## src/rtl/core/rsp_ram.sv

```systemverilog
`timescale 1ns / 1ps
// ----------------------------------------------------------------------------
// rsp_ram
// Simple dual-port RAM: one write port, one read port with registered data.
// ----------------------------------------------------------------------------
module rsp_ram #(
  parameter int WIDTH = 8,
  parameter int DEPTH = 256,
  parameter int AW    = (DEPTH > 1) ? $clog2(DEPTH) : 1
) (
  input  logic             clk,
  input  logic             we,
  input  logic [AW-1:0]    waddr,
  input  logic [WIDTH-1:0] wdata,
  input  logic [AW-1:0]    raddr,
  output logic [WIDTH-1:0] rdata
);

  logic [WIDTH-1:0] mem [DEPTH];

  always_ff @(posedge clk) begin
    if (we) begin
      mem[waddr] <= wdata;
    end
  end

  always_ff @(posedge clk) begin
    rdata <= mem[raddr];
  end

endmodule

```

## config.mk

```make
export PLATFORM = sky130hd
export DESIGN_NAME = rsp_ram
export DESIGN_NICKNAME = d
export VERILOG_FILES = /design/src/rtl/core/rsp_ram.sv
export SDC_FILE = /design/constraint.sdc
export NUM_CORES = 2
export LEC_CHECK = 0
export CORE_MARGIN = 4
export CORE_UTILIZATION = 40
export DETAILED_ROUTE_END_ITERATION = 16
export DONT_BUFFER_PORTS = 1
export GPL_ROUTABILITY_DRIVEN = 0
export MAX_ROUTING_LAYER = met4
export SKIP_CTS_REPAIR_TIMING = 1
export SLEW_MARGIN = 20
export SYNTH_ARGS = -nofsm -noshare
export SYNTH_HDL_FRONTEND = slang
export SYNTH_SLANG_ARGS = --single-unit
```

## constraint.sdc

```tcl
create_clock -name clk -period 2.35 [get_ports clk]
set_clock_uncertainty 0.1 [all_clocks]
set_input_delay 0.47 -clock clk [delete_from_list [all_inputs] [get_ports clk]]
set_output_delay 0.47 -clock clk [all_outputs]
set_load 0.02 [all_outputs]
```

Yosys cells after proc, flatten, opt, wreduce, memory -nomap -nowiden
Memory sizes are Yosys's and may differ from the RTL's. A register that Yosys moved wholly into a read port is not among the register bits.
Index checks and enable logic that the tools add are counted.
- output and inout port bits: 8
- flip-flop bits (word level): 0
- memories kept: 1
- input bits: 26
- memory bits (writable): 2048
- memories (memory ; depth ; bits a word ; read ports ; clocked after memory_dff ; wr ports ; RTL line ; source):
    mem ; 256 ; 8 ; 1 ; 1 ; 1 ; 19 ; logic [WIDTH-1:0] mem [DEPTH];
- mux-type cells: 2
- operators by type and width (kind ; number):
    two-way mux 1 bit ; 2

Longest topological paths before layout
- depth after elaboration: 2
- mapped depth: 11

Worst setup path after synthesis
No wires, ideal clock.
- kind: input to register
- start: in raddr[0]
- end: reg rdata[2] (read register of mem)
- required time: 2.119 ns
- path slack: -0.158 ns
- arrival time: 2.277 ns
- stages: 9
- cells stage by stage: buf_6 buf_12 buf_8 buf_2 mux4_2 a22oi_1 a21oi_1 nor4_1 nor4_2
- RTL lines (what ; RTL line ; source):
    start: declaration ; 15 ; input logic [AW-1:0] raddr,
    end: declaration ; 16 ; output logic [WIDTH-1:0] rdata

==> metrics.txt <==
Hold Path Class input port to flop; final WL 205200 µm; Synth area leader edfxtp_1; Worst Max-Slew Pin Slew 1.698 ns; RSZ-0062 raised after global routing yes; Initial DRT Pass Iterations 8; die height 454.0 µm; Mapped Nets 3759; Via Count 40.13k; largest net degree at the start of global routing 579; H-Tree Depth 4; fillers between 15k and 20k; Max Fclk 362.1 MHz; required time of the critical path 2.97 ns; std cell rows 163; crit path launch type input port; Area Growth Syn to Fin 17.91%; post-DR wirelength/cell 28.80 µm; area of the multi-input gates 16870 µm²; clock-pin slew of the registers on the worst-case setup and hold paths 0.06 ns; num ports 34; CTS max path bufs 3; max cap viols 0; IO buf count 0; EDFF count, synth 2048; CTS tree yes; syn_area_per_cell ~21 µm²; Final period util 1.175; worst skew pair latency 0.83 ns; die width 454.0 µm; synth unique cells between 50 and 60; Area after DPL 85950 µm²; top-area cell type share of the netlist area 0.7730; TNS Setup -2.287 ns; Initial Util 0.4026; Max Slew Vio Count 137; HPWL Detailed 110800 µm; Register Area 61660 µm²; status finished with violations; CP arrival 3.39 ns; Power Density between 800 and 900 nW/µm²; first-pass GRT wire length 284100 µm; final worst slack -0.4118 ns; Worst setup EP type flop; root buffer cell clkbuf_16; post-route cell area 93800 µm²; fin crit period 2.762 ns; Max-slew headroom -0.1321; GRT Resource Usage Total 0.1950; Synth top cells by count edfxtp_1, mux4_2, nor2_1, mux2i_1, a22oi_1; Gate Count Post-Synth 3733; Final Hold Violating Endpoints 401; mapped cell area 79560 µm²; synth warn 0; failing checks hold timing, slew limit, setup timing; grt ovf 0; final setup violation count 8; Worst Setup Path Type input port to flop; vias in the first global route 39.99k; vias per inst between 5 and 6; FF+latch count, synth 2056; ys async rst share 0; Lkg Pwr 0.02995 µW; Fin Hold WS -0.2950 ns; worst vdd ir 784.2 µV; total CTS buffers 205; register area share after synthesis 0.7750; Routed Antenna Nets 0; die area roughly 210000 µm²; ys flop type edfxtp_1; core area 197600 µm²; DRC Markers 0; # nets final 4335; initial antenna violation count 8; CP max FO 446; most frequent cell after synthesis edfxtp_1; DP Worst Slack -0.8314 ns; fraction of layout cells with a size suffix above 1 0.3151; total clock sinks roughly 2.1k; top post-synthesis cells by area edfxtp_1, mux4_2, mux2i_1; DRT iter0 DRCs 4744
## through the flow
stage	total power [µW]	instances	util
detailed placement	43880	6689	0.4349
CTS	75730	7068	0.4682
finish	75930	7126	0.4746
floorplan	43290	3733	-
global route	78170	7125	0.4746
global placement	43870	6688	0.4349
## worst paths after layout
kind / from / to / slack [ns] / depth (start not counted)
max: raddr[1] / rdata[6] / -0.41 / 9
min: wdata[1] / mem[67][1] / -0.30 / 0
max reg2reg: mem[80][5] / rdata[5] / 0 / 8
min reg2reg: mem[40][3] / rdata[3] / 0.89 / 7
## layout by cell type, fill, tap and decap left out, types with 7 or more instances in the layout
cell | synthesis | layout
a211oi_1 | 16 | 9
a211oi_2 | 0 | 7
a21oi_1 | 96 | 93
a221oi_1 | 13 | 9
a22o_1 | 8 | 8
a22oi_1 | 133 | 130
buf_12 | 8 | 30
buf_16 | 0 | 7
buf_4 | 27 | 533
buf_6 | 21 | 9
bufinv_16 | 0 | 19
clkbuf_1 | 111 | 50
clkbuf_16 | 0 | 226
clkinv_1 | 1 | 51
clkinv_2 | 0 | 32
dfxtp_1 | 8 | 8
edfxtp_1 | 2048 | 2048
mux2i_1 | 134 | 134
mux4_2 | 454 | 454
nand2_1 | 33 | 33
nand2b_1 | 8 | 8
nand3_1 | 34 | 33
nand4_1 | 10 | 10
nor2_1 | 282 | 264
nor2_2 | 0 | 12
nor2b_1 | 31 | 24
nor3_1 | 22 | 14
nor3_2 | 0 | 7
nor4_1 | 24 | 11
nor4_2 | 3 | 12
o211ai_1 | 10 | 10
o21ai_0 | 10 | 10
o221ai_1 | 46 | 46
o22ai_1 | 28 | 28
## sequential cells by signal, indices dropped and copies added (netlist names)
| name | flops |
|---|---|
| rdata | 8 |
| mem | 2048 |
## worst max-delay path, cell delays in order
cell	delay [ns]
or3b_4	0.88
buf_4	0.17
o221ai_1	0.21
a21oi_1	0.11
a21oi_2	0.21
buf_4	0.13
nor4_1	0.04
buf_4	0.16
nor4_2	0.24
## where the power goes
group	switching, µW	internal [µW]
logic	1650	1580
registers	142	40400
clock network	13700	18400
## layer usage
layer	up-vias	part of all wire	GRT usage
li1	16870	-	-
met1	21360	0.41	0.2621
met2	1596	0.49	0.3096
met3	305	0.076	0.03381
met4	0	0.025	0.05348
met5	-	0	-
## area by class of cell
class | instances | area share
sequential | 2056 | 0.6573
multi-input combinational | 1442 | 0.1798
clock buffer | 260 | 0.05790
timing repair buffer | 602 | 0.05737
tap | 2640 | 0.03521
clock inverter | 119 | 0.01211
antenna | 5 | 0.0001334
inverter | 2 | 0.00008003
## cells by family (layout without fill, tap and decap cells)
group | Yosys count | count (layout) | share of synthesized area
buffers and inverters | 235 | 983 | 0.01831
AO/OA/AOI/OAI | 385 | 385 | 0.03419
other | 0 | 5 | 0
multiplexers | 591 | 591 | 0.1462
AND/OR/NAND/NOR | 466 | 466 | 0.02628
flip-flops | 2056 | 2056 | 0.7750
No activity file was read; power rests on OpenSTA's default activity.
