### config.mk
export PLATFORM = sky130hd
export DESIGN_NAME = rsp_alu
export DESIGN_NICKNAME = d
export VERILOG_FILES = /design/src/rtl/core/rsp_alu.sv
export SDC_FILE = /design/constraint.sdc
export NUM_CORES = 1
export LEC_CHECK = 0
export BUFFER_PORTS_ARGS = -buffer_cell sky130_fd_sc_hd__buf_2
export CAP_MARGIN = 20
export CORE_UTILIZATION = 55
export DETAILED_ROUTE_END_ITERATION = 16
export PLACE_DENSITY = 0.95
export REMOVE_ABC_BUFFERS = 1
export SLEW_MARGIN = 0
export SYNTH_ARGS = -nofsm -noshare
export SYNTH_HDL_FRONTEND = slang
export SYNTH_SLANG_ARGS = --single-unit
export TNS_END_PERCENT = 10
### constraint.sdc
create_clock -name vclk -period 12.9
set_input_delay 3.225 -clock vclk [all_inputs]
set_output_delay 3.225 -clock vclk [all_outputs]
set_load 0.01 [all_outputs]
### src/rtl/core/rsp_alu.sv
`timescale 1ns / 1ps
// ----------------------------------------------------------------------------
// rsp_alu
// Shared pointer adder/subtractor with store-end compare.
// ----------------------------------------------------------------------------
module rsp_alu #(
  parameter int PW          = 17,
  parameter int STORE_BYTES = 65536
) (
  input  logic [PW-1:0] a,
  input  logic [PW-1:0] b,
  input  logic          sub,
  output logic [PW:0]   sum,
  output logic          over
);

  always_comb begin
    if (sub) begin
      sum = {1'b0, a} - {1'b0, b};
    end else begin
      sum = {1'b0, a} + {1'b0, b};
    end
    over = (sum[PW-1:0] >= PW'(STORE_BYTES));
  end

endmodule

Yosys cells after proc, flatten, opt, wreduce, memory -nomap -nowiden. Index checks and enable logic that the tools add are counted.

Order comparisons: 1. Add/sub/neg operators: 2. Mux-type cells: 1.

Operators by type and width (number): $add A17 B17 Y18 (1); $mux W18 (1); $sub A17 B17 Y18 (1); $ge A17 B17 Y1 const B (1).

Register bits: 0. Output and inout bits: 19. Bits of input ports: 35.

Depth between registers and ports, before layout. Gate-level depths: netlist of the first run.

Depth after elaboration: 3. Mapped depth: 15. Depth with buffers taken out: 13.

Least setup slack after synthesis of the first run. Ideal clock, no wire load.

Path kind: input to output. Start point: input port b[4]. End point: output port sum[16]. Stages: 14. Required time: 9675 ps. Arrival: 5755 ps. Setup slack: 3920 ps. Path buffers: 2. Cells stage by stage: nor4_2 > nand2b_1 > nor4_2 > nor2b_1 > a21oi_1 > xnor2_1 > ha_1 > buf_2 > nand4_1 > nor2_1 > o311a_1 > a21oi_1 > o211ai_1 > buf_4.

Longest elaborated chain between the ends: 2.

Ends and longest elaborated chain: start: declaration (RTL line 11) `input logic [PW-1:0] b,`; $add A17 B17 Y18 or $sub A17 B17 Y18 (tied branches) (RTL line 21, 19); $mux W18 (*) (RTL line 18) `if (sub) begin`; end: declaration (RTL line 13) `output logic [PW:0] sum,`.

Mark *: on every way between the ends. The rest lies on a longest branch, timed or not.

Final worst setup path of the first run. Ends and elaborated chain as after synthesis.

==> results of run 1 <==
[power breakdown]
| group | total (mW) | switching (mW) | internal, mW |
|---|---|---|---|
| clock network | 0 | 0 | 0 |
| logic | 0.117 | 0.0651 | 0.0519 |
| registers | 0 | 0 | 0 |
[placed cells by master, fill, tap and decap left out, types with 2 or more instances in the layout]
master    netlist  layout
a21o_1          3       3
a21oi_1        21      21
a31oi_1         5       5
and3_1          3       3
buf_2           1      54
ha_1           18      18
inv_1           7       7
nand2_1        14      14
nand2b_1        3       3
nor2_1         24      24
nor2b_1         5       5
nor3_1          7       7
nor3b_1         2       2
nor4_2          2       2
o21a_1          4       4
o21ai_0         9       9
o21ai_1         4       4
o21ai_2         2       2
o31a_1          2       2
xnor2_1        21      21
xor2_1          5       5
[cell usage after synthesis (4+ instances only)]
| master | count |
|---|---|
| nor2_1 | 24 |
| a21oi_1 | 21 |
| xnor2_1 | 21 |
| ha_1 | 18 |
| nand2_1 | 14 |
| o21ai_0 | 9 |
| inv_1 | 7 |
| nor3_1 | 7 |
| a31oi_1 | 5 |
| nor2b_1 | 5 |
| xor2_1 | 5 |
| o21a_1 | 4 |
| o21ai_1 | 4 |
[final timing paths]
kind | from | endpoint | slack (ps) | depth (start not counted)
hold / removal | a[1] | sum[1] | 6840 | 3
setup / recovery | b[4] | sum[16] | 3450 | 15
[metal layers]
metal / GRT usage (%) / wire, um / up-vias
li1: - / - / 779
met1: 36.4 / 1490 / 690
met2: 43.8 / 1530 / 52
met3: 0.303 / 161 / 0
met4: 0.463 / 0 / 0
met5: 0 / 0 / -
[critical path: cells and delay by family]
family	cells	cell delay, ps
compound gates	4	860
buf+inv	2	270
fa+ha+maj	1	350
simple gates	7	1360
xor+xnor	1	140
[area by class of cell]
cell class | count | area share, %
tap | 28 | 2.23
multi-input combinational | 173 | 78.9
timing repair buffer | 54 | 17.2
inverter | 7 | 1.67
[through the flow]
stage          hold WS, ps  instance area, um^2  instances  util (%)  power [mW]
6_report              6840                 1570        262      71.0       0.117
5_1_grt               6860                 1570        262      71.0       0.129
4_1_cts               6840                 1570        262      71.0       0.117
3_5_place_dp          6840                 1570        262      71.0       0.116
3_3_place_gp          6830                 1570        262      71.0       0.114
2_1_floorplan         6600                 1260        180         -      0.0807
[cell families after synthesis]
group / Yosys count / share of synthesized area, %
multiplexers: 1 / 0.779
buffers and inverters: 11 / 3.60
XOR/XNOR: 26 / 17.7
AO/OA/AOI/OAI: 62 / 33.1
AND/OR/NAND/NOR: 65 / 25.7
adder cells (fa/ha/maj): 19 / 19.1
==> results.cfg, run 1 <==
[sta]
finalSetupTns_ps = 0
worst_slack_ps = 3450
maxSlewViolCount = 0
maxSlewHeadroom_pct = 73.0
min_period_over_period_pct = 73.2
rsz0062_at_grt = no
hold_viol = 0
period_needed_ps = 9450
finalSetupViolCount = 0
worst_slew_pin_slew_ps = 402
fmax_ghz = 0.106

[place]
dp_slack_ps = 3470
portBuffers = 54
hpwl_um = 2790
gp_congestion = 0.858

[routing]
firstDrtPassIters = 4
drt-initial-drc-count = 44
wire_per_inst_um = 12.1
via_per_inst = 5.81
drt-total-wl_um = 3180
drc = 0
ant_nets = 0
num_vias = 1521

[global_route]
grtUsageTotal_pct = 25.2
grt_max_degree = 18
grt_pass1_vias = 1282
gr-total-overflow = 0
grt_pass1_wl_um = 5270
grt_antenna_before_repair = 0

[cells_and_area]
seq_cell_count = 0
ff_latch_area_um2 = 0
multi_input_area_mm2 = 0.00124
final_nets = 290
drive_gt1_share_pct = 27.8
fillCellCount = 201
diodes = 0
syn_to_final_growth_pct = 22.2
nClkBuffers = 0

[synth]
yosys_warnings = 0
ys_seq_area_share_pct = 0
synth.area.top_cells = ha_1, xnor2_1, a21oi_1
yosysUniqueCellTypes = 42
yosys.area.top_type = ha_1
synth_top_area_share_pct = 17.5
netlist_instances = 184
syn_area_per_cell_um2 = 6.98
netlist_area_mm2 = 0.00128

[floorplan]
io-pin-count = 54
dieHeight_um = 50.3
core_region_area_mm2 = 0.00221
start_util_pct = 58.1
die_w_um = 50.3
dieArea_mm2 = 0.00253
core.rowCount = 17

[worst_setup_path]
critPathMaxFanout = 5
crit_type = input port to output port
cp_data_required_time_ps = 9680
slowest_delay_ps = 350
crit_chain = buf_2 -> nor4_2 -> nand2b_1 -> nor4_2 -> nor2b_1 -> nor2_1 -> xnor2_1 -> ha_1 -> a21oi_1 -> o21ai_0 -> o21ai_0 -> nor2_1 -> nor3_1 -> o211ai_1 -> buf_2
cpMaxStageDelayCell = ha_1
cp_data_arrival_time_ps = 6220
end_kind = output port
crit_path_start_kind = input port

[min_path]
hold_path_class = input port to output port

[outcome]
status = finished, final reports clean

[clock_tree]
cts_setup_buffers = 0
cts_hold_buf = 0
cts_resized = 0

[job]
drv_cap = 0

[power_and_ir_drop]
p_leak_nw = 0.708
powerDensity_mw_per_mm2 = 74.5
peakVddDrop_mv = 0.0440
No activity file was read; power rests on OpenSTA's default activity.
==> run 2: changes to the inputs <==
--- a/config.mk
+++ b/config.mk
@@ -7,9 +7,9 @@
 export LEC_CHECK = 0
 export BUFFER_PORTS_ARGS = -buffer_cell sky130_fd_sc_hd__buf_2
 export CAP_MARGIN = 20
-export CORE_UTILIZATION = 55
+export CORE_UTILIZATION = 46
 export DETAILED_ROUTE_END_ITERATION = 16
-export PLACE_DENSITY = 0.95
+export PLACE_DENSITY = 0.9
 export REMOVE_ABC_BUFFERS = 1
 export SLEW_MARGIN = 0
 export SYNTH_ARGS = -nofsm -noshare
==> constraint.sdc (replaced) <==
create_clock -name vclk -period 7.9
set_input_delay 1.975 -clock vclk [all_inputs]
set_output_delay 1.975 -clock vclk [all_outputs]
set_load 0.01 [all_outputs]
==> results.cfg, run 2 (same netlist as run 1, synthesis figures left out) <==
[power_and_ir_drop]
p_leak_nw = 0.708
p_sw_mw = 0.106
p_int_mw = 0.0848
power_mw = 0.191
pwr-share-seq_pct = 0
powerDensity_mw_per_mm2 = 122
p_sw_share_pct = 55.6
power_frac_comb_pct = 100.0
power.share.clock_pct = 0
peakVddDrop_mv = 0.0661

[cells_and_area]
layout_commonest_cell = buf_2
final_nets = 290
fin_util_pct = 61.3
ff_latch_area_um2 = 0
drive_gt1_share_pct = 27.8
final_cell_mix = buf_2, nor2_1, a21oi_1, xnor2_1, ha_1
nClkBuffers = 0
diodes = 0
fillCellCount = 245
syn_to_final_growth_pct = 22.4
seq_cell_count = 0

[worst_setup_path]
cpMaxStageDelayCell = ha_1
end_kind = output port
crit_path_start_kind = input port
crit_chain = buf_2 -> nor4_2 -> nand2b_1 -> nor4_2 -> nor2b_1 -> a21oi_1 -> xnor2_1 -> ha_1 -> and3_1 -> a221o_1 -> a31o_1 -> a21oi_2 -> xnor2_1 -> buf_2
cpLargestDelayFamily = simple AND/OR/NAND/NOR gates
cp_data_arrival_time_ps = 4880
critPathMaxFanout = 8
slowest_delay_ps = 370
cp_data_required_time_ps = 5930
crit_type = input port to output port
startpoint = b[4]
critPathBufInv = 2

[sta]
finalSetupViolCount = 0
worst_slew_pin_slew_ps = 371
rsz0062_at_grt = no
min_period_over_period_pct = 86.7
hold_viol = 0
maxSlewHeadroom_pct = 75.1
maxSlewViolCount = 0
period_needed_ps = 6850
finalSetupTns_ps = 0
fmax_ghz = 0.146

[floorplan]
io-pin-count = 54
dieHeight_um = 54.9
die_w_um = 54.9
core.rowCount = 18
dieArea_mm2 = 0.00301
core_region_area_mm2 = 0.00257
start_util_pct = 50.0

[clock_tree]
cts_resized = 0
cts_setup_buffers = 0
cts_hold_buf = 0

[global_route]
grt_pass1_wl_um = 5110
grt_max_degree = 18
grtUsageTotal_pct = 22.4
grt_pass1_vias = 1201
gr-total-overflow = 0
grt_antenna_before_repair = 0

[job]
drv_cap = 0

[routing]
ant_nets = 0
drt-total-wl_um = 3200
drc = 0
wire_per_inst_um = 12.1
num_vias = 1457
via_per_inst = 5.52
firstDrtPassIters = 4
drt-initial-drc-count = 50

[outcome]
status = finished, final reports clean

[place]
gp_congestion = 0.926
hpwl_um = 2760
portBuffers = 54

[min_path]
worstHoldStart = a[1]
hold_path_class = input port to output port
run 2: cell counts in the layout (fill, tap and decap cells not counted):
No cell type changed its count.
run 2: final cells by class:
cell class                 count  area (um^2)  share of cell area (%)
timing repair buffer          54          270                    17.2
multi-input combinational    173         1240                    78.8
inverter                       7         26.3                    1.67
tap                           30         37.5                    2.39
run 2: power groups by stage:
| stage | logic, mW | registers, mW | clock network [mW] |
|---|---|---|---|
| detailed placement | 0.190 | 0 | 0 |
| floorplan | 0.132 | 0 | 0 |
| global route | 0.212 | 0 | 0 |
| global placement | 0.187 | 0 | 0 |
| CTS | 0.190 | 0 | 0 |
| finish | 0.191 | 0 | 0 |
run 2: per-layer routing:
layer  global-route usage, %  wire length, um  up-vias
met5                       0                0        -
met4                    1.28               11        0
met3                       0              130        2
met2                    35.7             1480       43
met1                    34.5             1570      638
li1                        -                -      774
run 2: stage by stage:
| stage | setup WS [ps] | hold WS [ps] | area (um^2) | instances |
|---|---|---|---|---|
| floorplan | 1500 | 4100 | 1260 | 180 |
| global placement | 1110 | 4330 | 1570 | 264 |
| detailed placement | 1050 | 4340 | 1570 | 264 |
| CTS | 1030 | 4330 | 1570 | 264 |
| global route | 747 | 4370 | 1570 | 264 |
| finish | 1050 | 4330 | 1570 | 264 |
run 2: worst paths after layout:
path | to | slack (ps) | cells past startpoint
worst min-delay path | sum[1] | 4330 | 3
worst max-delay path | sum[13] | 1050 | 14
==> run 3: changes to the inputs <==
--- a/config.mk
+++ b/config.mk
@@ -7,9 +7,9 @@
 export LEC_CHECK = 0
 export BUFFER_PORTS_ARGS = -buffer_cell sky130_fd_sc_hd__buf_2
 export CAP_MARGIN = 20
-export CORE_UTILIZATION = 46
+export CORE_UTILIZATION = 51
 export DETAILED_ROUTE_END_ITERATION = 16
-export PLACE_DENSITY = 0.9
+export PLACE_DENSITY = 0.94
 export REMOVE_ABC_BUFFERS = 1
 export SLEW_MARGIN = 0
 export SYNTH_ARGS = -nofsm -noshare
==> constraint.sdc (replaced) <==
create_clock -name vclk -period 6.6
set_input_delay 1.65 -clock vclk [all_inputs]
set_output_delay 1.65 -clock vclk [all_outputs]
set_load 0.01 [all_outputs]
==> results.cfg, run 3 (same netlist as run 1, synthesis figures left out) <==
[worst_setup_path]
cp_data_required_time_ps = 4950
end_kind = output port
crit_chain = buf_2 -> nor4_2 -> nand2b_1 -> nor4_2 -> nor2b_1 -> a21oi_1 -> xnor2_1 -> ha_1 -> and3_1 -> a221o_1 -> a31o_1 -> a21oi_2 -> xnor2_1 -> buf_2
cpMaxStageDelayCell = ha_1
cp_data_arrival_time_ps = 4550
startpoint = b[4]
critPathMaxFanout = 8
crit_type = input port to output port
crit_path_start_kind = input port
slowest_delay_ps = 370

[sta]
maxSlewHeadroom_pct = 75.9
fmax_ghz = 0.161
finalSetupViolCount = 0
finalSetupTns_ps = 0
worst_slack_ps = 403
maxSlewViolCount = 0
min_period_over_period_pct = 93.9
worst_slew_pin_slew_ps = 358
hold_viol = 0
hold_ws_ps = 3680
rsz0062_at_grt = no
period_needed_ps = 6200

[clock_tree]
cts_resized = 0
cts_setup_buffers = 0
cts_hold_buf = 0

[min_path]
hold_end = sum[1]
worstHoldStart = a[1]
hold_path_depth = 3
hold_path_class = input port to output port

[power_and_ir_drop]
p_int_mw = 0.101
p_leak_nw = 0.708
power_frac_comb_pct = 100.0
power.share.clock_pct = 0
p_sw_mw = 0.128
powerDensity_mw_per_mm2 = 146
peakVddDrop_mv = 0.0886
pwr-share-seq_pct = 0
p_sw_share_pct = 55.8
power_mw = 0.230

[routing]
via_per_inst = 5.72
firstDrtPassIters = 4
drc = 0
num_vias = 1498
ant_nets = 0
drt-initial-drc-count = 39
drt-total-wl_um = 3310
wire_per_inst_um = 12.6

[place]
place_area_mm2 = 0.00157
dp_slack_ps = 409
hpwl_um = 2840
gp_congestion = 0.959
place_inst = 262
portBuffers = 54

[global_route]
grt_pass1_wl_um = 5420
grt_pass1_vias = 1309
grt_max_degree = 18
grt_antenna_before_repair = 0
grtUsageTotal_pct = 25.0
gr-total-overflow = 0

[cells_and_area]
fin_util_pct = 68.4
layout_commonest_cell = buf_2
diodes = 0
fillCellCount = 214
seq_cell_count = 0
drive_gt1_share_pct = 27.8
nClkBuffers = 0
final_nets = 290
final_cells = 262
final_cell_mix = buf_2, nor2_1, a21oi_1, xnor2_1, ha_1
ff_latch_area_um2 = 0
multi_input_area_mm2 = 0.00124
fin_area_mm2 = 0.00157
syn_to_final_growth_pct = 22.2

[job]
drv_cap = 0

[floorplan]
dieArea_mm2 = 0.00272
die_w_um = 52.2
core_region_area_mm2 = 0.00230
start_util_pct = 55.9
core.rowCount = 17
io-pin-count = 54
dieHeight_um = 52.2

[outcome]
status = finished, final reports clean
[run 3: worst max path at each step]
stage | to | depth (start not counted)
6_report | sum[13] | 14
5_1_grt | over | 15
4_1_cts | sum[13] | 14
3_5_place_dp | sum[13] | 14
3_3_place_gp | over | 15
2_1_floorplan | sum[13] | 12
[run 3: layer usage]
metal,vias to the layer above,global-route usage (%),share of wire (%)
met1,666,34.1,45
met2,51,45.3,50
met5,-,0,0
met3,2,0.290,5.5
met4,0,1.75,0.36
li1,779,-,-
[run 3: layout make-up]
cell class         instances  area share (%)
repair buffers            54            17.2
well taps                 28            2.23
multi-input cells        173            78.9
inverters                  7            1.67
[run 3: worst max-delay path: cells and delay by family]
kind / cells / cell delay, ps
compound gates: 4 / 760
simple gates: 5 / 1220
buf+inv: 2 / 260
fa+ha+maj: 1 / 370
xor+xnor: 2 / 260
[run 3: power by group through the flow]
| stage | clock, mW | sequential, mW | combinational (mW) |
|---|---|---|---|
| 2_1_floorplan | 0 | 0 | 0.158 |
| 3_3_place_gp | 0 | 0 | 0.223 |
| 3_5_place_dp | 0 | 0 | 0.228 |
| 4_1_cts | 0 | 0 | 0.229 |
| 5_1_grt | 0 | 0 | 0.254 |
| 6_report | 0 | 0 | 0.230 |
