===== config.mk =====
export PLATFORM = sky130hd
export DESIGN_NAME = rsp_ctrl
export DESIGN_NICKNAME = d
export VERILOG_FILES = /design/src/rtl/core/rsp_pkg.sv /design/src/rtl/core/rsp_ctrl.sv
export SDC_FILE = /design/constraint.sdc
export NUM_CORES = 1
export LEC_CHECK = 0
export BUFFER_PORTS_ARGS = -buffer_cell sky130_fd_sc_hd__buf_4
export CORE_ASPECT_RATIO = 1.75
export CORE_MARGIN = 1
export CORE_UTILIZATION = 45
export CTS_CLUSTER_SIZE = 20
export DETAILED_ROUTE_END_ITERATION = 7
export PLACE_DENSITY = 0.73
export SETUP_SLACK_MARGIN = 0.15
export SYNTH_ARGS = -nofsm -noshare
export SYNTH_HDL_FRONTEND = slang
export SYNTH_SLANG_ARGS = --single-unit

===== constraint.sdc =====
create_clock -name clk -period 6.9 [get_ports clk]
set_clock_uncertainty 0.2 [all_clocks]
set_input_delay 0.69 -clock clk [delete_from_list [all_inputs] [get_ports clk]]
set_output_delay 0.69 -clock clk [all_outputs]
set_load 0.02 [all_outputs]

===== src/rtl/core/rsp_pkg.sv =====
`timescale 1ns / 1ps
// ----------------------------------------------------------------------------
// rsp_pkg
// Types and constants shared by the run-length sprite pixel lookup block.
// ----------------------------------------------------------------------------
package rsp_pkg;

  localparam int STORE_BYTES_DEF = 65536;
  localparam int MAX_REGIONS_DEF = 64;
  localparam int REGION_IDX_W    = 6;
  localparam int REGION_SLOTS    = 2 ** REGION_IDX_W;

  localparam int RUN_TRANSPARENT_BIT = 7;
  localparam logic [6:0] RUN_MASK    = 7'h7F;

  typedef enum logic [1:0] {
    CMD_STORE_WRITE  = 2'd0,
    CMD_REGION_WRITE = 2'd1,
    CMD_QUERY        = 2'd2,
    CMD_NONE         = 2'd3
  } cmd_t;

  typedef enum logic [1:0] {
    ST_OK          = 2'd0,
    ST_BAD_REGION  = 2'd1,
    ST_BAD_COORD   = 2'd2,
    ST_BAD_DATA    = 2'd3
  } status_t;

  typedef struct packed {
    cmd_t        command;
    logic [15:0] store_address;
    logic [7:0]  store_byte;
    logic [5:0]  region_index;
    logic [10:0] region_width;
    logic [10:0] region_height;
    logic [15:0] region_offset;
    logic [9:0]  pos_x;
    logic [9:0]  pos_y;
  } item_t;

  typedef struct packed {
    logic [7:0] pixel;
    status_t    status;
  } result_t;

  typedef struct packed {
    logic [10:0] width;
    logic [10:0] height;
    logic [15:0] offset;
  } region_t;

endpackage


===== src/rtl/core/rsp_ctrl.sv =====
`timescale 1ns / 1ps
// ----------------------------------------------------------------------------
// rsp_ctrl
// Command sequencer: loads, region checks and the byte-by-byte row walk.
// ----------------------------------------------------------------------------
module rsp_ctrl #(
  parameter int STORE_BYTES = 65536,
  parameter int MAX_REGIONS = 64,
  parameter int AW          = 16,
  parameter int PW          = 17,
  parameter int RIW         = 6
) (
  input  logic              clk,
  input  logic              rst,
  input  logic              start,
  output logic              busy,
  input  rsp_pkg::item_t    item,
  output logic              done,
  output rsp_pkg::result_t  result,
  input  logic              cfg_we,
  input  logic [6:0]        cfg_wdata,
  output logic              store_we,
  output logic [AW-1:0]     store_waddr,
  output logic [7:0]        store_wdata,
  output logic [AW-1:0]     store_raddr,
  input  logic [7:0]        store_rdata,
  output logic              tab_we,
  output logic [RIW-1:0]    tab_addr,
  output rsp_pkg::region_t  tab_wdata,
  input  rsp_pkg::region_t  tab_rdata,
  output logic [PW-1:0]     alu_a,
  output logic [PW-1:0]     alu_b,
  output logic              alu_sub,
  input  logic [PW:0]       alu_sum,
  input  logic              alu_over
);

  import rsp_pkg::*;

  typedef enum logic [4:0] {
    S_IDLE  = 5'b00001,
    S_WRAP  = 5'b00010,
    S_RLOAD = 5'b00100,
    S_WALK  = 5'b01000,
    S_PIXEL = 5'b10000
  } state_t;

  state_t      state, state_next;
  logic [6:0]  region_count;
  logic [PW-1:0] addr, addr_next;
  logic [7:0]  wbyte, wbyte_next;
  logic [9:0]  qx, qx_next;
  logic [9:0]  qy, qy_next;
  logic [PW-1:0] p, p_next;
  logic [9:0]  row, row_next;
  logic [9:0]  col, col_next;
  logic        done_next;
  result_t     result_next;

  logic        idx_ok;
  logic        skip;
  logic        transparent;
  logic [10:0] colsum;
  logic        hit;
  logic [9:0]  diff;
  logic [7:0]  inc;

  assign busy        = (state != S_IDLE);
  assign store_waddr = addr[AW-1:0];
  assign store_wdata = wbyte;
  assign store_raddr = alu_sum[AW-1:0];
  assign tab_addr    = item.region_index[RIW-1:0];
  assign tab_wdata   = '{width:  item.region_width,
                         height: item.region_height,
                         offset: item.region_offset};

  assign idx_ok      = ({1'b0, item.region_index} < region_count) &&
                       (int'(item.region_index) < MAX_REGIONS);
  assign skip        = (row < qy);
  assign transparent = store_rdata[RUN_TRANSPARENT_BIT];
  assign colsum      = {1'b0, col} + {4'b0, store_rdata[6:0] & RUN_MASK};
  assign hit         = ({1'b0, qx} < colsum);
  assign diff        = qx - col;

  always_comb begin
    state_next  = state;
    addr_next   = addr;
    wbyte_next  = wbyte;
    qx_next     = qx;
    qy_next     = qy;
    p_next      = p;
    row_next    = row;
    col_next    = col;
    done_next   = 1'b0;
    result_next = result;
    store_we    = 1'b0;
    tab_we      = 1'b0;
    alu_a       = p;
    alu_b       = '0;
    alu_sub     = 1'b0;
    inc         = 8'd1;
    case (state)
      S_IDLE: begin
        if (start) begin
          case (item.command)
            CMD_STORE_WRITE: begin
              addr_next  = PW'(item.store_address);
              wbyte_next = item.store_byte;
              state_next = S_WRAP;
            end
            CMD_REGION_WRITE: begin
              tab_we = (int'(item.region_index) < MAX_REGIONS);
            end
            CMD_QUERY: begin
              qx_next = item.pos_x;
              qy_next = item.pos_y;
              if (idx_ok) begin
                state_next = S_RLOAD;
              end else begin
                done_next   = 1'b1;
                result_next = '{pixel: 8'd0, status: ST_BAD_REGION};
              end
            end
            default: begin
            end
          endcase
        end
      end
      S_WRAP: begin
        alu_a   = addr;
        alu_b   = PW'(STORE_BYTES);
        alu_sub = 1'b1;
        if (!alu_sum[PW]) begin
          addr_next = alu_sum[PW-1:0];
        end else begin
          store_we   = 1'b1;
          state_next = S_IDLE;
        end
      end
      S_RLOAD: begin
        alu_a = PW'(tab_rdata.offset);
        if (({1'b0, qx} >= tab_rdata.width) || ({1'b0, qy} >= tab_rdata.height)) begin
          done_next   = 1'b1;
          result_next = '{pixel: 8'd0, status: ST_BAD_COORD};
          state_next  = S_IDLE;
        end else if (alu_over) begin
          done_next   = 1'b1;
          result_next = '{pixel: 8'd0, status: ST_BAD_DATA};
          state_next  = S_IDLE;
        end else begin
          p_next     = alu_sum[PW-1:0];
          row_next   = '0;
          col_next   = '0;
          state_next = S_WALK;
        end
      end
      S_WALK: begin
        if (skip) begin
          // rows above the queried one
          if (store_rdata == 8'd0 || transparent) begin
            inc = 8'd1;
          end else begin
            inc = store_rdata + 8'd1;
          end
          alu_b = PW'(inc);
          if (alu_over) begin
            done_next   = 1'b1;
            result_next = '{pixel: 8'd0, status: ST_BAD_DATA};
            state_next  = S_IDLE;
          end else begin
            p_next = alu_sum[PW-1:0];
            if (store_rdata == 8'd0) begin
              row_next = row + 10'd1;
            end
          end
        end else if (store_rdata == 8'd0) begin
          done_next   = 1'b1;
          result_next = '{pixel: 8'd0, status: ST_BAD_DATA};
          state_next  = S_IDLE;
        end else if (hit && transparent) begin
          done_next   = 1'b1;
          result_next = '{pixel: 8'd0, status: ST_OK};
          state_next  = S_IDLE;
        end else begin
          if (hit) begin
            inc = {1'b0, diff[6:0]} + 8'd1;
          end else if (transparent) begin
            inc = 8'd1;
          end else begin
            inc = {1'b0, store_rdata[6:0]} + 8'd1;
          end
          alu_b = PW'(inc);
          if (alu_over) begin
            done_next   = 1'b1;
            result_next = '{pixel: 8'd0, status: ST_BAD_DATA};
            state_next  = S_IDLE;
          end else if (hit) begin
            state_next = S_PIXEL;
          end else begin
            p_next   = alu_sum[PW-1:0];
            col_next = colsum[9:0];
          end
        end
      end
      S_PIXEL: begin
        done_next   = 1'b1;
        result_next = '{pixel: store_rdata, status: ST_OK};
        state_next  = S_IDLE;
      end
      default: begin
        state_next = S_IDLE;
      end
    endcase
  end

  always_ff @(posedge clk) begin
    if (rst) begin
      state        <= S_IDLE;
      region_count <= '0;
      done         <= 1'b0;
    end else begin
      state <= state_next;
      done  <= done_next;
      if (cfg_we) begin
        region_count <= cfg_wdata;
      end
    end
  end

  always_ff @(posedge clk) begin
    addr   <= addr_next;
    wbyte  <= wbyte_next;
    qx     <= qx_next;
    qy     <= qy_next;
    p      <= p_next;
    row    <= row_next;
    col    <= col_next;
    result <= result_next;
  end

endmodule


Yosys cells after proc, flatten, opt, wreduce, memory -nomap -nowiden
Cells that the tools add are included.
{ "classes": {"n_addsub": 6, "eq_ne": 31, "n_reduce_logical": 16, "order_cmp": 5, "mux": 69} }
{ "ops": {"columns": ["operator", "n"], "rows": [
  ["10-bit 2-to-1 mux", 18],
  ["17-bit 2-to-1 mux", 10],
  ["17-bit case mux with 2 select lines", 4],
  ["8-bit 2-to-1 mux", 6],
  ["5-bit 2-to-1 mux", 9],
  ["10-bit case mux with 2 select lines", 2],
  ["10-bit case mux with 4 select lines", 1],
  ["2-bit != test, second input constant", 13],
  ["10-bit by 11-bit >= comparator with 1-bit output", 2],
  ["5-bit case mux with 4 select lines", 1],
  ["3-bit != test, second input constant", 6],
  ["6-bit AND reduction", 3],
  ["7-bit by 1-bit adder with 8-bit output, second input constant", 2],
  ["1-bit 2-to-1 mux", 14],
  ["10-bit by 7-bit adder with 11-bit output", 1],
  ["10-bit by 11-bit less-than comparator with 1-bit output", 1],
  ["10-bit by 1-bit adder with 10-bit output, second input constant", 1],
  ["10-bit less-than comparator", 1],
  ["5-bit case mux with 2 select lines", 1],
  ["8-bit by 1-bit adder with 8-bit output, second input constant", 1],
  ["8-bit logical NOT", 1],
  ["4-bit 2-to-1 mux", 2],
  ["4-bit AND reduction", 2],
  ["8-bit AND reduction", 1],
  ["other kinds (20)", 24]
]} }
{ "totals": {"reg_bits": 105, "input_bits": 166, "out_inout_bits": 133} }

Longest topological paths before layout
Gate-level depths: netlist of run 1.
{ "logic_depth": {"depth_word": 8, "depth_mapped": 16, "depth_no_buf": 15} }

Worst setup path after synthesis of run 1
OpenSTA, ideal clock, no wires.
{ "synth_timing": {"path_type": "input port to output port", "from": "input store_rdata[0]", "to": "output alu_b[2]", "required_ps": 6010, "cell_stages": 15, "path_slack_ps": 1675, "path_buffers": 0, "t_arrival_ps": 4335, "cell_sequence": "ha_1 -> fa_1 -> a211oi_1 -> nor2_1 -> a211oi_1 -> nor2b_1 -> o21ai_0 -> xor2_1 -> ha_1 -> a2111oi_0 -> nand2_1 -> o221a_1 -> nor2_1 -> nor2_1 -> a211oi_1"} }
{ "synth_between": {"elab_chain_cells": 7, "word_cells_on_any_way": 14, "classes_between": "add/sub: 3; order compare: 1; mux: 7; reduce/logical: 3"} }
{ "synth_rtl": {"columns": ["item", "line", "rtl"], "rows": [
  ["start, declared", "rsp_ctrl.sv:26", "input logic [7:0] store_rdata,"],
  ["10-bit by 7-bit adder with 11-bit output or 7-bit by 1-bit adder with 8-bit output (tied branches)", "rsp_ctrl.sv:81, rsp_ctrl.sv:190", null],
  ["10-bit by 11-bit less-than comparator with 1-bit output or 8-bit 2-to-1 mux (tied branches)", "rsp_ctrl.sv:82, rsp_ctrl.sv:187", null],
  ["8-bit 2-to-1 mux or 1-bit logical AND (tied branches)", "rsp_ctrl.sv:185, rsp_ctrl.sv:180", null],
  ["8-bit 2-to-1 mux", "rsp_ctrl.sv:180", "end else if (hit && transparent) begin"],
  ["8-bit 2-to-1 mux", "rsp_ctrl.sv:176", "end else if (store_rdata == 8'd0) begin"],
  ["8-bit 2-to-1 mux *", "rsp_ctrl.sv:158", "if (skip) begin"],
  ["17-bit case mux with 2 select lines *", "rsp_ctrl.sv:102", "case (state)"],
  ["end, declared", "rsp_ctrl.sv:32", "output logic [PW-1:0] alu_b,"]
]} }
Mark *: on every way between the ends. The rest lies on a longest branch, timed or not.

Worst setup path after layout of run 1
{ "layout_timing": {"from": "input store_rdata[0]", "to": "output alu_b[5]"} }
The elaborated chain is that of the path after synthesis.

==> results of run 1 <==
layout make-up:
type                            instances  area, µm²
Sequential cell                       105       3020
Inverter                               54        203
Clock buffer                            9        225
Multi-Input combinational cell        497       3490
Clock inverter                          7       61.3
Tap cell                              189        236
Timing Repair Buffer                  217       1630
Fill cell                            1445       7090
where the power goes:
part | total [µW] | switching (µW) | internal (µW)
combinational | 263 | 140 | 123
sequential | 716 | 10.6 | 706
clock | 510 | 256 | 253
per-layer routing:
layer / wire, µm / vias to the layer above / global-route usage (%)
met5: 0 / - / 0
met4: 771 / 0 / 11.3
met3: 1470 / 45 / 5.73
met2: 11600 / 245 / 48.8
met1: 6650 / 2798 / 22.0
li1: - / 2878 / -
registers in the layout (all words and copies together), names as in the netlist:
register / count
addr: 17
col: 10
done: 1
p: 17
qx: 10
qy: 10
region_count: 7
result: 10
row: 10
state: 5
store_wdata: 8
layout by cell type (no fill, tap or decap), types with 6 or more instances in the layout:
cell type,n
nand2_1,95
a31oi_1,6
a32oi_1,9
dfxtp_1,13
a211oi_1,6
inv_1,51
nand4_1,8
ha_1,61
o21a_1,10
edfxtp_1,92
conb_1,8
xnor2_1,9
xor2_1,15
mux2i_1,9
nand3_1,20
nor2_1,53
and2_1,9
mux2_2,17
nor3_1,13
a21oi_1,19
o21ai_0,23
a22oi_1,16
clkbuf_16,9
buf_4,217
nand2b_1,8
critical path: cells and delay by family:
kind | cells | cell delay, ns
AO/OA/AOI/OAI | 6 | 1.96
adder cells (fa/ha/maj) | 3 | 0.91
AND/OR/NAND/NOR | 5 | 0.88
buffers and inverters | 2 | 0.34
XOR/XNOR | 1 | 0.22
stage by stage:
stage	worst slack, ns	total power (µW)	utilization, %	instance area [µm²]	std cells
2_1_floorplan	1.68	915	-	7420	760
3_3_place_gp	1.18	988	53.8	8580	1062
3_5_place_dp	1.06	994	53.8	8580	1062
4_1_cts	1.02	1500	55.6	8860	1078
5_1_grt	0.671	1550	55.6	8860	1078
6_report	0.987	1490	55.6	8860	1078
how the worst min path moves through the flow:
stage / to / slack (ns) / depth (start not counted)
final: region_count[1]$_SDFFE_PP0P_ / 0.31 / 2
after global routing: store_wdata[2]$_DFFE_PP_ / 0.29 / 1
after CTS: store_wdata[1]$_DFFE_PP_ / 0.30 / 1
after detailed placement: region_count[3]$_SDFFE_PP0P_ / 0.29 / 2
after global placement: region_count[3]$_SDFFE_PP0P_ / 0.28 / 2
after floorplan: region_count[1]$_SDFFE_PP0P_ / 0.26 / 2
logic make-up (layout without fill, tap and decap cells):
logic type | Yosys count | in the layout | synth area share [%]
buffers and inverters | 158 | 287 | 12.5
xor gates and xnor gates | 25 | 25 | 3.06
DFF | 105 | 105 | 40.9
and+or+nand+nor | 237 | 237 | 15.6
other | 1 | 8 | 0.0507
muxes | 26 | 26 | 3.81
adders and majority gates | 63 | 63 | 10.9
AOI/OAI and AO/OA | 138 | 138 | 13.3
==> impl_metrics.csv, run 1 <==
group,metric,value,unit
clock_tree,ctsHoldBuffers,0,
power_and_ir_drop,ir_drop,0.105,mV
routing,drt-initial-drc-count,304,
clock_tree,clock_latency,0.35,ns
logic_synthesis,synth_seq_cells,105,
worst_setup_path,cp_cell_sequence,"buf_4 -> ha_1 -> fa_1 -> a211oi_1 -> nor2_1 -> a211oi_1 -> nor2b_1 -> o21ai_0 -> xor2_1 -> ha_1 -> a2111oi_0 -> nand2_1 -> o221a_1 -> nor2_1 -> nor2_1 -> a211oi_1 -> buf_4",
power_and_ir_drop,p_leak,0.00392,µW
global_routing,track_usage,24.1,%
finish,layout.nets,1113,
floorplanning,initial_core_util,46.3,%
logic_synthesis,synthTopCellsByCount,"nand2_1 (95), edfxtp_1 (92), buf_4 (86), ha_1 (61), nor2_1 (54)",
sta,min_period,5.91,ns
clock_tree,cts_resized,0,
finish,antenna_cells,0,
logic_synthesis,yosysSeqAreaShare,40.9,%
worst_setup_path,cpPeakStageDelay,0.46,ns
worst_setup_path,cp-startpoint,"store_rdata[0]",
worst_setup_path,end_kind,"output pin",
global_routing,grt_overflow,0,
logic_synthesis,synth_most_common_cell,"nand2_1",
placement,portBuffers,214,
floorplanning,die_w,98.9,µm
sta,hold_viol,0,
worst_setup_path,slowest_stage,"nor2_1",
logic_synthesis,yosysWarningCount,0,
worst_setup_path,cp.required,6.01,ns
min_path,hp-class,"reg -> reg",
min_path,hold_path.startpoint,"region_count[1]$_SDFFE_PP0P_",
floorplanning,dieArea,17000,µm²
clock_tree,clk_pin_slew,0.08,ns
logic_synthesis,synthFlopType,"edfxtp_1",
logic_synthesis,ys_types,68,
worst_setup_path,reg2reg_slack,2.06,ns
routing,firstDrtPassIters,4,
routing,route.vias.total,5966,
floorplanning,io_pins,299,
worst_setup_path,timing.rr.end,"p[5]$_DFFE_PP_",
routing,wl,20500,µm
placement,hpwl,16600,µm
job,max_cap_viol_count,0,
sta,rsz0062_at_grt,"no",
logic_synthesis,ys_async_sr_fraction,0,%
logic_synthesis,synthTopCellsByArea,"edfxtp_1 (37%), ha_1 (10%), buf_4 (8.7%)",
worst_setup_path,worstSetupStartpointType,"input port",
worst_setup_path,cp-endpoint,"alu_b[5]",
floorplanning,core_area,16000,µm²
sta,drv_slew,0,
logic_synthesis,synth_edf_count,92,
clock_tree,cts_buffers,9,
sta,min_period_over_period,85.7,%
routing,wire_per_inst,19.1,µm
logic_synthesis,syn_area,7390,µm²
sta,holdWs,0.305,ns
logic_synthesis,synth_cells,753,
global_routing,antenna_found_initial,0,
worst_setup_path,crit_type,"in -> out",
worst_setup_path,arrival,5.02,ns
sta,tightest_slew,1.25,ns
routing,viasPerCell,5.53,
routing,postRouteAntennaNets,0,
worst_setup_path,cp_max_fo,9,
finish,layout-drive-gt1-share,30.7,%
status,status,"completed",
logic_synthesis,yosysTopAreaCell,"edfxtp_1",
clock_tree,cts_tree,"yes",
floorplanning,die_height,172,µm
sta,max_freq,0.169,GHz
clock_tree,cts_root_buf,"clkbuf_16",
power_and_ir_drop,power_density,168,nW/µm²
global_routing,grt_max_degree,38,
clock_tree,clk_path_buf_depth,2,
logic_synthesis,synth.avg_cell_area,9.82,µm²
worst_setup_path,ff2ff_path_depth,15,
sta,setup_tns,0,ns
floorplanning,core.rowCount,61,
routing,drc,0,
global_routing,grt_pass1_vias,5886,
finish,area_growth,19.9,%
sta,setup_viol,0,
worst_setup_path,rr_startpoint,"col[0]$_SDFFCE_PN0P_",
sta,maxSlewHeadroom,16.2,%
logic_synthesis,yosys.area.top_type_share,37.4,%
placement,gp_congestion,0.906,
clock_tree,clock_sinks,105,
clock_tree,cts_setup_buffers,0,
clock_tree,htree_levels,3,
global_routing,grt_pass1_wl,30800,µm
(Power assumes the default switching activity.)
==> inputs of run 2 (changes only) <==
--- a/config.mk
+++ b/config.mk
@@ -5,6 +5,7 @@
 export SDC_FILE = /design/constraint.sdc
 export NUM_CORES = 1
 export LEC_CHECK = 0
+export ABC_AREA = 1
 export BUFFER_PORTS_ARGS = -buffer_cell sky130_fd_sc_hd__buf_4
 export CORE_ASPECT_RATIO = 1.75
 export CORE_MARGIN = 1
@@ -16,3 +17,4 @@
 export SYNTH_ARGS = -nofsm -noshare
 export SYNTH_HDL_FRONTEND = slang
 export SYNTH_SLANG_ARGS = --single-unit
+export TNS_END_PERCENT = 1
==> impl_metrics.csv, run 2 <==
group,metric,value,unit
status,status,"completed",
routing,wl,19200,µm
routing,firstDrtPassIters,5,
sta,maxSlewHeadroom,27.6,%
min_path,hp-class,"reg -> reg",
worst_setup_path,arrival,3.79,ns
floorplanning,core_area,16000,µm²
clock_tree,clk_path_buf_depth,2,
floorplanning,core.rowCount,61,
clock_tree,clk_pin_slew,0.07,ns
logic_synthesis,synthTopCellsByCount,"nand2_1 (210), inv_1 (128), edfxtp_1 (92), buf_4 (86), nor2_1 (66)",
min_path,whs_path_depth,2,
power_and_ir_drop,pwr-share-clk,26.5,%
min_path,min_to,"region_count[0]$_SDFFE_PP0P_",
worst_setup_path,timing.rr.end,"p[10]$_DFFE_PP_",
worst_setup_path,ff2ff_path_depth,19,
global_routing,grt_pass1_vias,6135,
finish,fillers,1561,
power_and_ir_drop,power_density,225,nW/µm²
routing,wire_per_inst,15.6,µm
placement,portBuffers,214,
finish,final_cell_mix,"buf_4 (216), nand2_1 (210), inv_1 (128), edfxtp_1 (92), nor2_1 (65)",
sta,fin_ws,2.22,ns
logic_synthesis,synth_most_common_cell,"nand2_1",
finish,regArea,3020,µm²
finish,largestRegisters,"addr x17, p x17",
worst_setup_path,cp_max_fo,15,
routing,drt-initial-drc-count,286,
finish,multi_input_area,3260,µm²
power_and_ir_drop,power_frac_comb,31.9,%
sta,min_period,4.68,ns
sta,holdWs,0.271,ns
sta,max_freq,0.214,GHz
power_and_ir_drop,internal-power,1320,µW
logic_synthesis,synth_edf_count,92,
logic_synthesis,yosysWarningCount,0,
logic_synthesis,synth_cells,907,
logic_synthesis,synth.avg_cell_area,8.23,µm²
power_and_ir_drop,ir_drop,0.116,mV
logic_synthesis,yosysTopAreaCell,"edfxtp_1",
sta,min_period_over_period,67.9,%
finish,area_growth,19.8,%
logic_synthesis,synthTopCellsByArea,"edfxtp_1 (37%), nand2_1 (11%), ha_1 (10%)",
clock_tree,ctsHoldBuffers,0,
logic_synthesis,synth_top_family_by_area,"simple AND/OR/NAND/NOR gates",
worst_setup_path,reg2reg_slack,2.88,ns
logic_synthesis,synthAdderAreaFrac,10.8,%
routing,postRouteAntennaNets,0,
sta,drv_slew,0,
logic_synthesis,yosys.area.top_type_share,37.0,%
clock_tree,clock_sinks,105,
routing,viasPerCell,5.06,
logic_synthesis,yosysSeqAreaShare,40.5,%
finish,fin_cells,1234,
routing,route.vias.total,6247,
placement,place_ws,2.24,ns
job,max_cap_viol_count,0,
floorplanning,initial_core_util,46.6,%
logic_synthesis,syn_area,7460,µm²
min_path,hold_path.startpoint,"region_count[0]$_SDFFE_PP0P_",
finish,antenna_cells,0,
power_and_ir_drop,p_switching,691,µW
clock_tree,cts_setup_buffers,0,
clock_tree,clock_latency,0.35,ns
sta,tightest_slew,1.09,ns
sta,setup_viol,0,
global_routing,grt_max_degree,35,
global_routing,track_usage,22.5,%
placement,hpwl,15400,µm
clock_tree,cts_resized,0,
power_and_ir_drop,swShare,34.4,%
worst_setup_path,crit_type,"in -> out",
sta,hold_viol,0,
sta,rsz0062_at_grt,"no",
floorplanning,die_height,172,µm
worst_setup_path,worstSetupStartpointType,"input port",
global_routing,antenna_found_initial,0,
finish,layout_commonest_cell,"buf_4",
floorplanning,io_pins,299,
clock_tree,htree_levels,3,
logic_synthesis,synth_compound_area_share,9.42,%
sta,setup_tns,0,ns
logic_synthesis,synthFlopType,"edfxtp_1",
clock_tree,cts_root_buf,"clkbuf_16",
floorplanning,die_w,99.3,µm
global_routing,grt_overflow,0,
worst_setup_path,cp.required,6.01,ns
finish,layout-drive-gt1-share,23.9,%
worst_setup_path,end_kind,"output pin",
power_and_ir_drop,seqPwrFrac,41.7,%
finish,layout.nets,1269,
logic_synthesis,ys_async_sr_fraction,0,%
placement,gp_congestion,0.879,
logic_synthesis,synth-xor-area-share,2.35,%
worst_setup_path,rr_startpoint,"col[0]$_SDFFCE_PN0P_",
logic_synthesis,synthMuxAreaShare,0,%
power_and_ir_drop,p_leak,0.00432,µW
clock_tree,cts_tree,"yes",
logic_synthesis,ys_types,41,
routing,drc,0,
logic_synthesis,synth_seq_cells,105,
placement,placed_cells,1218,
floorplanning,dieArea,17100,µm²
global_routing,grt_pass1_wl,29400,µm
clock_tree,cts_buffers,9,
logic_synthesis,synthSimpleGateAreaFrac,20.7,%
[run 2: cell count changes after synthesis, moves of 10 or more]
cell and delta:
inv_1 +77, o211ai_1 +10, a22oi_1 -15, mux2_2 -17, o21ai_0 +20, nand3_1 +26
nor2_1 +12, a21oi_1 +24, nand2_1 +115
[run 2: worst max path at each step]
stage,end,slack (ns),startpoint
floorplan,alu_b[0],2.71,store_rdata[0]
global placement,alu_b[0],2.34,store_rdata[0]
detailed placement,alu_b[0],2.24,store_rdata[0]
CTS,alu_b[0],2.23,store_rdata[0]
global route,alu_b[0],1.96,store_rdata[0]
finish,alu_b[0],2.22,store_rdata[0]
[run 2: power by group through the flow]
stage / Combinational, µW / Clock (µW) / Sequential [µW]
6_report: 640 / 532 / 838
5_1_grt: 708 / 562 / 848
4_1_cts: 646 / 544 / 839
3_5_place_dp: 643 / 0 / 852
3_3_place_gp: 635 / 0 / 849
2_1_floorplan: 406 / 0 / 873
[run 2: cells by family (layout without fill, tap and decap cells)]
kind of cell / count (synthesis) / in the layout
AO/OA/AOI/OAI: 122 / 122
AND/OR/NAND/NOR: 363 / 363
XOR/XNOR: 20 / 20
buffers and inverters: 233 / 364
other: 1 / 8
flip-flops: 105 / 105
adder cells (fa/ha/maj): 63 / 63
[run 2: metrics by stage]
step / instance area (µm²) / total power (µW) / utilization [%]
after global placement: 8640 / 1480 / 53.9
after floorplan: 7490 / 1280 / -
final: 8940 / 2010 / 55.8
after CTS: 8940 / 2030 / 55.8
after global routing: 8940 / 2120 / 55.8
after detailed placement: 8640 / 1500 / 53.9
[run 2: cell type report]
cell class | count | share of cell area [%]
multi-input combinational | 576 | 36.5
sequential | 105 | 33.8
timing repair buffer | 216 | 18.1
inverter | 132 | 5.54
tap | 189 | 2.65
clock buffer | 9 | 2.52
clock inverter | 7 | 0.868
[run 2: critical path, stage by stage]
cell and delay [ns]:
buf_4 0.14, ha_1 0.22, fa_1 0.41, nand3_1 0.10
nand2_1 0.12, a21oi_1 0.18, xor2_1 0.21, ha_1 0.28
nand2_1 0.09, inv_1 0.04, a21oi_1 0.13, nand2_1 0.06
nand2_1 0.05, nand2_1 0.04, nand2_1 0.05, nand2_1 0.05
nand2_2 0.21, inv_2 0.10, nand3_1 0.07, o21ai_0 0.07
o21ai_0 0.26, buf_4 0.20
[run 2: per-layer routing]
layer / up-vias / global-route usage, % / wire length [µm]
met5: - / 0 / 0
met2: 191 / 44.7 / 10900
met3: 47 / 3.80 / 929
met1: 2858 / 21.8 / 6720
li1: 3151 / - / -
met4: 0 / 11.2 / 654
==> inputs of run 3 (changes only) <==
--- a/config.mk
+++ b/config.mk
@@ -12,7 +12,7 @@
 export CORE_UTILIZATION = 45
 export CTS_CLUSTER_SIZE = 20
 export DETAILED_ROUTE_END_ITERATION = 7
-export PLACE_DENSITY = 0.73
+export PLACE_DENSITY = 0.76
 export SETUP_SLACK_MARGIN = 0.15
 export SYNTH_ARGS = -nofsm -noshare
 export SYNTH_HDL_FRONTEND = slang
==> constraint.sdc (replaced) <==
create_clock -name clk -period 3.95 [get_ports clk]
set_clock_uncertainty 0.2 [all_clocks]
set_input_delay 0.395 -clock clk [delete_from_list [all_inputs] [get_ports clk]]
set_output_delay 0.395 -clock clk [all_outputs]
set_load 0.02 [all_outputs]
==> impl_metrics.csv, run 3 (synthesis results as in run 2) <==
group,metric,value,unit
finish,fin_cells,1250,
routing,viasPerCell,5.15,
worst_setup_path,rr_startpoint,"col[1]$_SDFFCE_PN0P_",
worst_setup_path,timing.rr.end,"result[9]$_DFFE_PP_",
power_and_ir_drop,ir_drop,0.234,mV
sta,drv_slew,0,
global_routing,grt_pass1_wl,30400,µm
worst_setup_path,critical_path.top_delay_family,"simple AND/OR/NAND/NOR gates",
power_and_ir_drop,pwr-share-clk,25.0,%
placement,gp_congestion,0.904,
worst_setup_path,crit_type,"reg -> out",
sta,min_period_over_period,100,%
finish,antenna_cells,0,
finish,layout-drive-gt1-share,26.3,%
routing,wl,19300,µm
clock_tree,clock_sinks,105,
sta,hold_viol,0,
clock_tree,clk_path_buf_depth,2,
finish,fillers,1462,
worst_setup_path,crit_top_cell,"nand2_1",
worst_setup_path,cp.required,3.36,ns
sta,holdWs,0.0150,ns
finish,largestRegisters,"addr x17, p x17",
status,status,"finished with violations",
global_routing,grt_max_degree,35,
worst_setup_path,end_kind,"output pin",
global_routing,grt_overflow,0,
finish,area_growth,22.3,%
worst_setup_path,path_buf_inv,4,
power_and_ir_drop,p_leak,0.00439,µW
clock_tree,clock_latency,0.35,ns
worst_setup_path,cp_max_fo,11,
power_and_ir_drop,p_switching,1230,µW
placement,placed_cells,1229,
global_routing,antenna_found_initial,0,
min_path,hp-class,"in -> reg",
routing,drc,0,
sta,rsz0062_at_grt,"yes",
finish,layout.nets,1285,
min_path,min_to,"store_wdata[7]$_DFFE_PP_",
min_path,whs_path_depth,1,
status,violations,"setup timing",
worst_setup_path,slowest_stage,"edfxtp_1",
worst_setup_path,arrival,3.36,ns
min_path,hold_path.startpoint,"item[71]",
job,max_cap_viol_count,0,
clock_tree,cts_buffers,9,
routing,firstDrtPassIters,4,
finish,final_cell_mix,"buf_4 (227), nand2_1 (207), inv_1 (127), edfxtp_1 (92), nor2_1 (65)",
routing,postRouteAntennaNets,0,
sta,max_freq,0.253,GHz
worst_setup_path,cp-startpoint,"col[1]$_SDFFCE_PN0P_",
sta,setup_viol,1,
routing,route.vias.total,6435,
routing,drt-initial-drc-count,191,
worst_setup_path,ff2ff_path_depth,23,
finish,layout_commonest_cell,"buf_4",
worst_setup_path,cpPeakStageDelay,0.43,ns
power_and_ir_drop,internal-power,2290,µW
floorplanning,die_height,172,µm
floorplanning,dieArea,17100,µm²
sta,fin_ws,-0.00960,ns
clock_tree,cts_tree,"yes",
global_routing,grt_pass1_vias,6398,
worst_setup_path,cp_cell_sequence,"buf_4 -> fa_2 -> nand3_2 -> nand2_2 -> a21oi_2 -> xor2_1 -> ha_1 -> nand2_1 -> inv_2 -> a21oi_2 -> nand2_1 -> nand2_1 -> nand2_1 -> nand2_1 -> nand2_1 -> nand2_2 -> buf_12 -> nand3_1 -> o21ai_1 -> nand2_1 -> o21ai_1 -> buf_4",
sta,min_period,3.96,ns
clock_tree,cts_root_buf,"clkbuf_16",
placement,portBuffers,214,
clock_tree,clk_pin_slew,0.08,ns
sta,tightest_slew,0.867,ns
power_and_ir_drop,swShare,35.1,%
floorplanning,io_pins,299,
global_routing,track_usage,22.8,%
placement,hpwl,15400,µm
floorplanning,initial_core_util,46.6,%
worst_setup_path,reg2reg_slack,0.33,ns
routing,wire_per_inst,15.4,µm
clock_tree,htree_levels,3,
floorplanning,core.rowCount,61,
power_and_ir_drop,seqPwrFrac,41.6,%
sta,maxSlewHeadroom,42.1,%
worst_setup_path,worstSetupStartpointType,"register",
floorplanning,core_area,16000,µm²
power_and_ir_drop,power_frac_comb,33.4,%
power_and_ir_drop,power_density,386,nW/µm²
floorplanning,die_w,99.3,µm
==> run 3: repair_timing <==
action	CTS	global route
buffers inserted	1	3
pin swaps	6	3
endpoints found under the hold margin	0	1
hold buffers	0	1
resized for setup	22	3
setup endpoints to repair	8	8
==> run 3: stage by stage <==
| stage | TNS [ns] | power [µW] | utilization (%) | instance area [µm²] | worst slack [ns] |
|---|---|---|---|---|---|
| 5_1_grt | -1.71 | 3730 | 56.9 | 9120 | -0.286 |
| 4_1_cts | 0 | 3550 | 56.7 | 9090 | 0.0187 |
| 3_3_place_gp | 0 | 2630 | 54.5 | 8730 | 0.119 |
| 3_5_place_dp | 0 | 2640 | 54.5 | 8730 | 0.0590 |
| 2_1_floorplan | 0 | 2230 | - | 7490 | 0.354 |
| 6_report | -0.00960 | 3520 | 56.9 | 9120 | -0.00960 |
==> run 3: worst register-to-register path, cell delays in order (launching register included) <==
cell,delay [ns]
edfxtp_1,0.43
buf_4,0.16
fa_2,0.37
nand3_2,0.09
nand2_2,0.09
a21oi_2,0.16
xor2_1,0.19
ha_1,0.27
nand2_1,0.10
inv_2,0.04
a21oi_2,0.12
nand2_1,0.06
nand2_1,0.05
nand2_1,0.05
nand2_1,0.06
nand2_1,0.06
nand2_2,0.12
buf_4,0.12
buf_4,0.10
nand3_1,0.14
nand2_1,0.11
nand2_2,0.12
nand3_1,0.11
nand2_1,0.06
==> run 3: cell type report <==
class | count | area, µm² | area share (%)
Multi-Input combinational cell | 576 | 3310 | 36.3
Sequential cell | 105 | 3020 | 33.1
Timing Repair Buffer | 232 | 1770 | 19.4
Inverter | 132 | 495 | 5.43
Tap cell | 189 | 236 | 2.59
Clock buffer | 9 | 225 | 2.47
Clock inverter | 7 | 63.8 | 0.699
==> run 3: worst max-delay path by stage <==
stage	to	slack, ns	cells after the start
floorplan	alu_b[0]	0.35	20
global placement	alu_b[0]	0.12	22
detailed placement	alu_b[0]	0.06	22
CTS	alu_b[5]	0.02	22
global route	alu_b[4]	-0.29	22
finish	alu_b[5]	-0.01	22
==> run 3: power groups by stage <==
stage          Combinational [µW]  Sequential, µW  Clock (µW)
2_1_floorplan                 710            1520           0
3_3_place_gp                 1140            1490           0
3_5_place_dp                 1160            1490           0
4_1_cts                      1180            1470         904
5_1_grt                      1300            1480         948
6_report                     1180            1460         881
==> run 3: routing by layer <==
layer,global-route usage (%),wire (µm)
met1,22.0,6600
met4,12.5,838
met5,0,0
met3,4.00,1070
met2,45.0,10800
